[src/sv/fs_pkg.sv]
`default_nettype none

package fs_pkg;

    // Fixed field widths
    localparam int TIME_W  = 48;
    localparam int COUNT_W = 16;
    localparam int BATT_W  = 10;
    localparam int TMO_W   = 16;
    localparam int THR_W   = 26;  // timeout in microseconds, 65535 * 1000 fits
    localparam int CFG_IDX_W  = 4;
    localparam int CFG_DATA_W = 16;

    localparam logic [THR_W-1:0] US_PER_MS = THR_W'(1000);

    // Register reset values
    localparam logic [TMO_W-1:0]  GPS_TIMEOUT_RESET = TMO_W'(5000);
    localparam logic [BATT_W-1:0] LOW_BATT_RESET    = BATT_W'(200);

    // Register indexes
    localparam logic [CFG_IDX_W-1:0] REG_GPS_TIMEOUT = CFG_IDX_W'(0);
    localparam logic [CFG_IDX_W-1:0] REG_LOW_BATT    = CFG_IDX_W'(1);

    // Operation codes
    localparam logic [1:0] OP_CHECK = 2'd0;
    localparam logic [1:0] OP_CLEAR = 2'd1;
    localparam logic [1:0] OP_STAMP = 2'd2;

    // Reason codes
    localparam logic [1:0] R_NONE = 2'd0;
    localparam logic [1:0] R_COMM = 2'd1;
    localparam logic [1:0] R_GPS  = 2'd2;
    localparam logic [1:0] R_BATT = 2'd3;

    typedef struct packed {
        logic [1:0]        operation;
        logic [TIME_W-1:0] now_us;
        logic              link_lost;
        logic              gps_ready;
        logic [BATT_W-1:0] battery_tenths;
    } t_in_item;

    typedef struct packed {
        logic               rtl_request;
        logic               loiter_request;
        logic               failsafe_on;
        logic [1:0]         reason_code;
        logic [COUNT_W-1:0] comm_loss_ticks;
        logic [COUNT_W-1:0] gps_loss_ticks;
    } t_out_item;

    // Configuration as seen by the supervisor core
    typedef struct packed {
        logic [THR_W-1:0]  gps_timeout_us;
        logic [BATT_W-1:0] low_battery_tenths;
    } t_cfg;

endpackage

`default_nettype wire

[src/sv/fs_cfg.sv]
`default_nettype none

module fs_cfg (
    input  wire logic                          i_clk,
    input  wire logic                          i_rst_n,
    input  wire logic                          i_wr,
    input  wire logic [fs_pkg::CFG_IDX_W-1:0]  i_index,
    input  wire logic [fs_pkg::CFG_DATA_W-1:0] i_data,
    output fs_pkg::t_cfg                       o_cfg
);
    import fs_pkg::*;

    logic [THR_W-1:0]  r_thr_us, n_thr_us;
    logic [BATT_W-1:0] r_low_batt, n_low_batt;

    // Timeout is kept in microseconds so the check path is a subtract and compare
    always_comb begin
        n_thr_us   = r_thr_us;
        n_low_batt = r_low_batt;
        if (i_wr) begin
            if (i_index == REG_GPS_TIMEOUT) begin
                n_thr_us = THR_W'(i_data[TMO_W-1:0]) * US_PER_MS;
            end else if (i_index == REG_LOW_BATT) begin
                n_low_batt = i_data[BATT_W-1:0];
            end
        end
    end

    always_ff @(posedge i_clk) begin
        if (!i_rst_n) begin
            r_thr_us   <= THR_W'(GPS_TIMEOUT_RESET) * US_PER_MS;
            r_low_batt <= LOW_BATT_RESET;
        end else begin
            r_thr_us   <= n_thr_us;
            r_low_batt <= n_low_batt;
        end
    end

    assign o_cfg.gps_timeout_us     = r_thr_us;
    assign o_cfg.low_battery_tenths = r_low_batt;

endmodule

`default_nettype wire

[src/sv/fs_core.sv]
`default_nettype none

module fs_core (
    input  wire logic     i_clk,
    input  wire logic     i_rst_n,
    input  wire logic     i_step,
    input  fs_pkg::t_in_item i_item,
    input  fs_pkg::t_cfg  i_cfg,
    output fs_pkg::t_out_item o_result
);
    import fs_pkg::*;

    logic               r_active, n_active;
    logic [1:0]         r_reason, n_reason;
    logic [TIME_W-1:0]  r_last_fix, n_last_fix;
    logic [COUNT_W-1:0] r_comm_cnt, n_comm_cnt;
    logic [COUNT_W-1:0] r_gps_cnt, n_gps_cnt;

    logic [TIME_W-1:0]  age;
    logic               gps_stale;
    logic               hit_comm, hit_gps, hit_batt;
    logic               want_rtl;
    logic [1:0]         kind;
    logic               rtl, loiter;

    // Fix age wraps with the time base
    assign age       = i_item.now_us - r_last_fix;
    assign gps_stale = age > TIME_W'(i_cfg.gps_timeout_us);

    // A reason counts only when it is not already the active one
    assign hit_comm = i_item.link_lost && (!r_active || r_reason != R_COMM);
    assign hit_gps  = !i_item.gps_ready && gps_stale
                      && (!r_active || r_reason != R_GPS);
    assign hit_batt = (i_item.battery_tenths < i_cfg.low_battery_tenths)
                      && (!r_active || r_reason != R_BATT);
    assign want_rtl = hit_comm || hit_batt;

    // Last one found in check order is recorded
    always_comb begin
        priority if (hit_batt) begin
            kind = R_BATT;
        end else if (hit_gps) begin
            kind = R_GPS;
        end else if (hit_comm) begin
            kind = R_COMM;
        end else begin
            kind = R_NONE;
        end
    end

    // Next state for one operation
    always_comb begin
        n_active   = r_active;
        n_reason   = r_reason;
        n_last_fix = r_last_fix;
        n_comm_cnt = r_comm_cnt;
        n_gps_cnt  = r_gps_cnt;
        rtl        = 1'b0;
        loiter     = 1'b0;
        unique case (i_item.operation)
            OP_CHECK: begin
                if (i_item.link_lost) begin
                    n_comm_cnt = (r_comm_cnt == '1) ? r_comm_cnt : r_comm_cnt + 1'b1;
                end else begin
                    n_comm_cnt = '0;
                end
                if (i_item.gps_ready) begin
                    n_last_fix = i_item.now_us;
                    n_gps_cnt  = '0;
                end else if (gps_stale) begin
                    n_gps_cnt = (r_gps_cnt == '1) ? r_gps_cnt : r_gps_cnt + 1'b1;
                end
                if (want_rtl) begin
                    rtl      = 1'b1;
                    n_active = 1'b1;
                    n_reason = kind;
                end else if (hit_gps && !r_active) begin
                    loiter   = 1'b1;
                    n_active = 1'b1;
                    n_reason = kind;
                end
            end
            OP_CLEAR: begin
                n_active = 1'b0;
                n_reason = R_NONE;
            end
            OP_STAMP: begin
                n_last_fix = i_item.now_us;
            end
            default: begin
            end
        endcase
    end

    always_ff @(posedge i_clk) begin
        if (!i_rst_n) begin
            r_active   <= 1'b0;
            r_reason   <= R_NONE;
            r_last_fix <= '0;
            r_comm_cnt <= '0;
            r_gps_cnt  <= '0;
        end else if (i_step) begin
            r_active   <= n_active;
            r_reason   <= n_reason;
            r_last_fix <= n_last_fix;
            r_comm_cnt <= n_comm_cnt;
            r_gps_cnt  <= n_gps_cnt;
        end
    end

    // Result shows the state after the item
    assign o_result.rtl_request     = rtl;
    assign o_result.loiter_request  = loiter;
    assign o_result.failsafe_on     = n_active;
    assign o_result.reason_code     = n_reason;
    assign o_result.comm_loss_ticks = n_comm_cnt;
    assign o_result.gps_loss_ticks  = n_gps_cnt;

endmodule

`default_nettype wire

[src/sv/failsafe_supervisor.sv]
// Channel  | Direction | Handshake                 | Payload
// ---------+-----------+---------------------------+----------------------------------
// in       | input     | i_in_valid / o_in_ready   | i_in  (fs_pkg::t_in_item)
// out      | output    | o_out_valid / i_out_ready | o_out (fs_pkg::t_out_item)
// cfg      | input     | i_cfg_valid / o_cfg_ready | i_cfg_index, i_cfg_data
//
// One request per cycle sustained while the output is not stalled; a request passes
// through the input register, then the check logic loads its result into the result register.
// Supervisor state updates as the request leaves the input register, so the
// next request sees it directly. Reset (synchronous, active low) clears all
// state and loads the default timeout and battery threshold. A stalled output
// holds the result; the input register refills while the result waits.
`default_nettype none

module failsafe_supervisor (
    input  wire logic                          i_clk,
    input  wire logic                          i_rst_n,
    input  wire logic                          i_in_valid,
    output logic                               o_in_ready,
    input  fs_pkg::t_in_item                   i_in,
    output logic                               o_out_valid,
    input  wire logic                          i_out_ready,
    output fs_pkg::t_out_item                  o_out,
    input  wire logic                          i_cfg_valid,
    output logic                               o_cfg_ready,
    input  wire logic [fs_pkg::CFG_IDX_W-1:0]  i_cfg_index,
    input  wire logic [fs_pkg::CFG_DATA_W-1:0] i_cfg_data
);
    import fs_pkg::*;

    logic      r_in_valid;
    t_in_item  r_in;
    logic      r_out_valid;
    t_out_item r_out;
    logic      advance;
    logic      cfg_wr;
    t_cfg      w_cfg;
    t_out_item w_result;

    // Pipeline control
    assign advance     = r_in_valid && (!r_out_valid || i_out_ready);
    assign o_in_ready  = !r_in_valid || advance;
    assign o_cfg_ready = 1'b1;
    assign cfg_wr      = i_cfg_valid && o_cfg_ready;

    fs_cfg u_cfg (
        .i_clk   (i_clk),
        .i_rst_n (i_rst_n),
        .i_wr    (cfg_wr),
        .i_index (i_cfg_index),
        .i_data  (i_cfg_data),
        .o_cfg   (w_cfg)
    );

    fs_core u_core (
        .i_clk    (i_clk),
        .i_rst_n  (i_rst_n),
        .i_step   (advance),
        .i_item   (r_in),
        .i_cfg    (w_cfg),
        .o_result (w_result)
    );

    // Input register
    always_ff @(posedge i_clk) begin
        if (!i_rst_n) begin
            r_in_valid <= 1'b0;
        end else if (o_in_ready) begin
            r_in_valid <= i_in_valid;
        end
    end

    always_ff @(posedge i_clk) begin
        if (o_in_ready && i_in_valid) begin
            r_in <= i_in;
        end
    end

    // Result register
    always_ff @(posedge i_clk) begin
        if (!i_rst_n) begin
            r_out_valid <= 1'b0;
        end else if (advance) begin
            r_out_valid <= 1'b1;
        end else if (i_out_ready) begin
            r_out_valid <= 1'b0;
        end
    end

    always_ff @(posedge i_clk) begin
        if (advance) begin
            r_out <= w_result;
        end
    end

    assign o_out_valid = r_out_valid;
    assign o_out       = r_out;

    // Accepted request lands in the input register
    a_in_capture: assert property (@(posedge i_clk) disable iff (!i_rst_n)
        (i_in_valid && o_in_ready) |=> r_in_valid)
        else $error("accepted request not held in input register");

    // A waiting request keeps its contents until the core takes it
    a_in_hold: assert property (@(posedge i_clk) disable iff (!i_rst_n)
        (r_in_valid && !advance) |=> (r_in_valid && $stable(r_in)))
        else $error("waiting request lost or changed");

    // Core step always produces a result next cycle
    a_step_result: assert property (@(posedge i_clk) disable iff (!i_rst_n)
        advance |=> r_out_valid)
        else $error("stepped request produced no result");

    // Timeout write is converted to microseconds
    a_cfg_timeout: assert property (@(posedge i_clk) disable iff (!i_rst_n)
        (cfg_wr && i_cfg_index == REG_GPS_TIMEOUT)
        |=> (w_cfg.gps_timeout_us == THR_W'($past(i_cfg_data[TMO_W-1:0])) * US_PER_MS))
        else $error("timeout register not loaded in microseconds");

endmodule

`default_nettype wire
[config.mk]
export PLATFORM = sky130hd
export DESIGN_NAME = failsafe_supervisor
export DESIGN_NICKNAME = d
export VERILOG_FILES = /design/src/sv/fs_pkg.sv /design/src/sv/fs_cfg.sv /design/src/sv/fs_core.sv /design/src/sv/failsafe_supervisor.sv
export SDC_FILE = /design/constraint.sdc
export NUM_CORES = 1
export LEC_CHECK = 0
export ABC_CLOCK_PERIOD_IN_PS = 7500
export BUFFER_PORTS_ARGS = -buffer_cell sky130_fd_sc_hd__clkbuf_2
export CAP_MARGIN = 20
export CORE_MARGIN = 4
export CORE_UTILIZATION = 54
export DETAILED_ROUTE_END_ITERATION = 12
export PLACE_DENSITY = 0.73
export SLEW_MARGIN = 25
export SYNTH_ARGS = -nofsm -noshare
export SYNTH_HDL_FRONTEND = slang
export SYNTH_SLANG_ARGS = --single-unit
[constraint.sdc]
create_clock -name i_clk -period 7.5 [get_ports i_clk]
set_input_delay 0.75 -clock i_clk [delete_from_list [all_inputs] [get_ports i_clk]]
set_output_delay 0.75 -clock i_clk [all_outputs]
set_load 0.01 [all_outputs]
==> flow_summary.json <==
{
  "cp-end-kind": "flip-flop",
  "routed.top_layer": "met4",
  "tns_ns": 0,
  "crit-reg2reg-capture": "o_out[11]$_DFFE_PP_",
  "slowest_stage": "or3_1",
  "fmaxAchievable_mhz": 153,
  "die_w_um": 173,
  "fp.dieH_um": 173,
  "grt_pass1_vias": 11700,
  "worstMarginPinSlew_ns": 0.955,
  "cts.sinks": 217,
  "period_minus_slack_ns": 6.54,
  "fill_cells": 2369,
  "async_flop_share": 0,
  "p_per_area_mw_per_mm2": 235,
  "period_share": 0.872,
  "via_count": 12200,
  "viasPerCell": 5.84,
  "min_to": "r_in[25]$_DFFE_PP_",
  "reg2reg_depth": 23,
  "slew_headroom": 0.361,
  "antenna_found_initial": 1,
  "rsz0062_at_grt": "false",
  "critPathBufInv": 0,
  "dp_slack_ns": 1.06,
  "cpMostUsedCell": "a21oi_1",
  "cts_buffers": 24,
  "status": "complete, no violations",
  "post_cts_buffers": 0,
  "cts_tree": "yes",
  "setup.worst_path.class": "flip-flop to flip-flop",
  "setup_ws_ns": 0.960,
  "drv_cap": 0,
  "finClkSkew_ns": 0.0188,
  "drtIter0Drc": 1125,
  "die-area_sq_mm": 0.0300,
  "synth_seq_area_share": 0.362,
  "grt_max_degree": 63,
  "synth_seq_cells": 217,
  "cts-resized-gates": 0,
  "dpl.hpwl_um": 26000,
  "slowest_delay_ns": 0.68,
  "clkTransAtPathRegs_ns": 0.07,
  "syn_area_sq_mm": 0.0147,
  "power_leakage_nw": 6.45,
  "h-tree-depth": 1,
  "synth_cell_types": 80,
  "min_path_cells": 1,
  "start_util": 0.548,
  "wl_per_cell_um": 16.5,
  "synth_warnings": 0,
  "insertion_delay_ns": 0.53,
  "ys.flop_type": "dfxtp_1",
  "syn_avg_cell_area_sq_um": 8.96,
  "peakVddDrop_mv": 0.195,
  "met3_length_um": 1950,
  "cts_root_buf": "clkbuf_16",
  "final_area_sq_mm": 0.0164,
  "critPathMaxFanout": 26,
  "worstReg2RegStart": "r_in[13]$_DFFE_PP_",
  "slew_violations": 0,
  "synth_cells": 1644,
  "drive_gt1_frac": 0.115,
  "startpoint_type": "flip-flop",
  "portBuffers": 125,
  "r2r_slack_ns": 0.96,
  "synth_edf_count": 99,
  "cp_cell_sequence": "ha_1, nor2b_1, o31ai_1, a211o_1, a31oi_1, o31ai_1, o21ai_0, nand2b_1, nand2_1, a21oi_1, xnor2_1, ha_1, a211oi_1, nand2_1, a311oi_1, a21oi_1, or4_1, or3_1, or4_4, nor3_2, or3_1, o21ai_0, a21oi_1",
  "io_pins": 127,
  "core_sq_mm": 0.0269,
  "cp_data_required_time_ns": 7.87,
  "track_usage": 0.223,
  "hold_start": "i_in[25]",
  "setup_viol": 0,
  "grt_pass1_wl_um": 57300,
  "wl_met2_um": 16100,
  "postCtsHoldBufs": 0,
  "wirelength_um": 34500,
  "area_growth_pct": 11.5,
  "crit_arrival_ns": 6.91,
  "drc": 0,
  "placed_cell_area_sq_mm": 0.0156,
  "clockBufferDepth": 3,
  "globalplace.congestion": 0.994,
  "antenna_left": 0,
  "num_rows": 60,
  "wl_met1_um": 15700,
  "drt_pass1_iterations": 6,
  "grt_overflow_total": 0,
  "crit_family": "simple AND/OR/NAND/NOR gates",
  "syn_nets": 1920,
  "final_nets": 2011,
  "hold_viol_final": 0,
  "worstHoldPathType": "primary input to flip-flop"
}
-- cell usage in the layout, fill, tap and decap left out, types with 12 or more instances in the layout --
master,netlist,layout
nor3_1,38,37
a21oi_1,168,168
edfxtp_1,99,99
xnor2_1,35,35
clkbuf_2,0,125
o21a_1,15,15
o21ai_0,64,64
o211ai_1,22,22
nor2_1,105,105
nand2b_1,13,13
a211oi_1,13,13
nand4_1,33,33
a21o_1,20,20
fa_1,55,55
and3_1,16,16
a31oi_1,12,12
nand3_1,34,34
mux2i_1,15,15
inv_1,122,121
nand2_1,240,240
clkbuf_16,0,24
ha_1,134,134
or3_1,23,23
dfxtp_1,118,118
xor2_1,26,26
-- sequential cells by signal, indices dropped and copies added (netlist names), 2 cells and up --
name               flops
r_in                  62
u_core.r_last_fix     48
o_out                 37
u_cfg.r_thr_us        23
u_core.r_comm_cnt     16
u_core.r_gps_cnt      16
u_cfg.r_low_batt      10
u_core.r_reason        2
-- power by group --
part,total [W],switching [W],leakage (nW),internal [W]
clock,0.00125,0.000498,0.400,0.000749
sequential,0.00131,0.0000255,1.90,0.00128
combinational,0.00130,0.000734,4.15,0.000567
-- area by class of cell --
| class | instances | area (sq um) | area share |
|---|---|---|---|
| diodes | 2 | 5.00 | 0.000305 |
| clock inverters | 16 | 208 | 0.0126 |
| clock buffers | 28 | 636 | 0.0387 |
| well taps | 341 | 427 | 0.0260 |
| repair buffers | 136 | 708 | 0.0431 |
| multi-input cells | 1233 | 8650 | 0.526 |
| flip-flops and latches | 217 | 5340 | 0.325 |
| inverters | 123 | 462 | 0.0281 |
-- synthesized netlist by cell type, drive strengths merged, types with 4 or more instances --
master   number  area share
nand2       240       0.061
a21oi       173       0.060
ha          134        0.11
inv         122       0.031
dfxtp       118        0.16
nor2        105       0.027
edfxtp       99        0.20
o21ai        69       0.023
clkbuf       55       0.014
fa           55       0.075
nor3         39       0.014
xnor2        35       0.021
nand3        34       0.012
nand4        33       0.014
xor2         26       0.015
or3          23      0.0098
o211ai       22       0.011
a21o         20       0.010
and3         16      0.0068
buf          16      0.0065
o21a         16      0.0082
mux2i        15       0.010
a211oi       14      0.0080
nand2b       13      0.0055
a31oi        12      0.0051
nor4         12      0.0051
nor2b        11      0.0047
or4          11      0.0059
o31ai        10      0.0051
and2          6      0.0025
o22ai         6      0.0025
or2           6      0.0025
a22oi         5      0.0025
o2111ai       5      0.0030
o21bai        5      0.0025
o311ai        5      0.0030
a311oi        4      0.0024
nor3b         4      0.0020
nor4b         4      0.0024
-- worst max-delay path by stage --
stage / cells past startpoint / start / end
2_1_floorplan: 25 / r_in[16]$_DFFE_PP_ / o_out[0]$_DFFE_PP_
3_3_place_gp: 23 / r_in[13]$_DFFE_PP_ / o_out[11]$_DFFE_PP_
6_report: 23 / r_in[13]$_DFFE_PP_ / o_out[11]$_DFFE_PP_
4_1_cts: 24 / r_in[13]$_DFFE_PP_ / o_out[2]$_DFFE_PP_
3_5_place_dp: 24 / r_in[13]$_DFFE_PP_ / o_out[2]$_DFFE_PP_
5_1_grt: 24 / u_core.r_last_fix[1]$_SDFFE_PN0P_ / o_out[11]$_DFFE_PP_
-- per-stage QoR --
step	cells	utilization	total power [W]	hold slack, ns
2_1_floorplan	1644	-	0.00234	0.432
3_3_place_gp	2050	0.580	0.00259	0.442
3_5_place_dp	2050	0.580	0.00263	0.447
4_1_cts	2094	0.611	0.00389	0.370
5_1_grt	2095	0.611	0.00411	0.378
6_report	2096	0.611	0.00386	0.390
-- kinds of logic after synthesis --
kind of cell               share of synthesized area
and+or+nand+nor                                0.178
AOI/OAI and AO/OA                              0.173
DFF                                            0.362
buffers and inverters                         0.0519
adders and majority gates                      0.189
xor gates and xnor gates                      0.0363
muxes                                         0.0102
other                                       0.000255
-- layer usage --
layer / GRT usage / vias to the layer above
li1: - / 6046
met1: 0.307 / 5762
met2: 0.381 / 378
met3: 0.0291 / 52
met4: 0.0476 / 0
met5: 0 / -
Note: power is estimated with default switching activity, not from simulation.
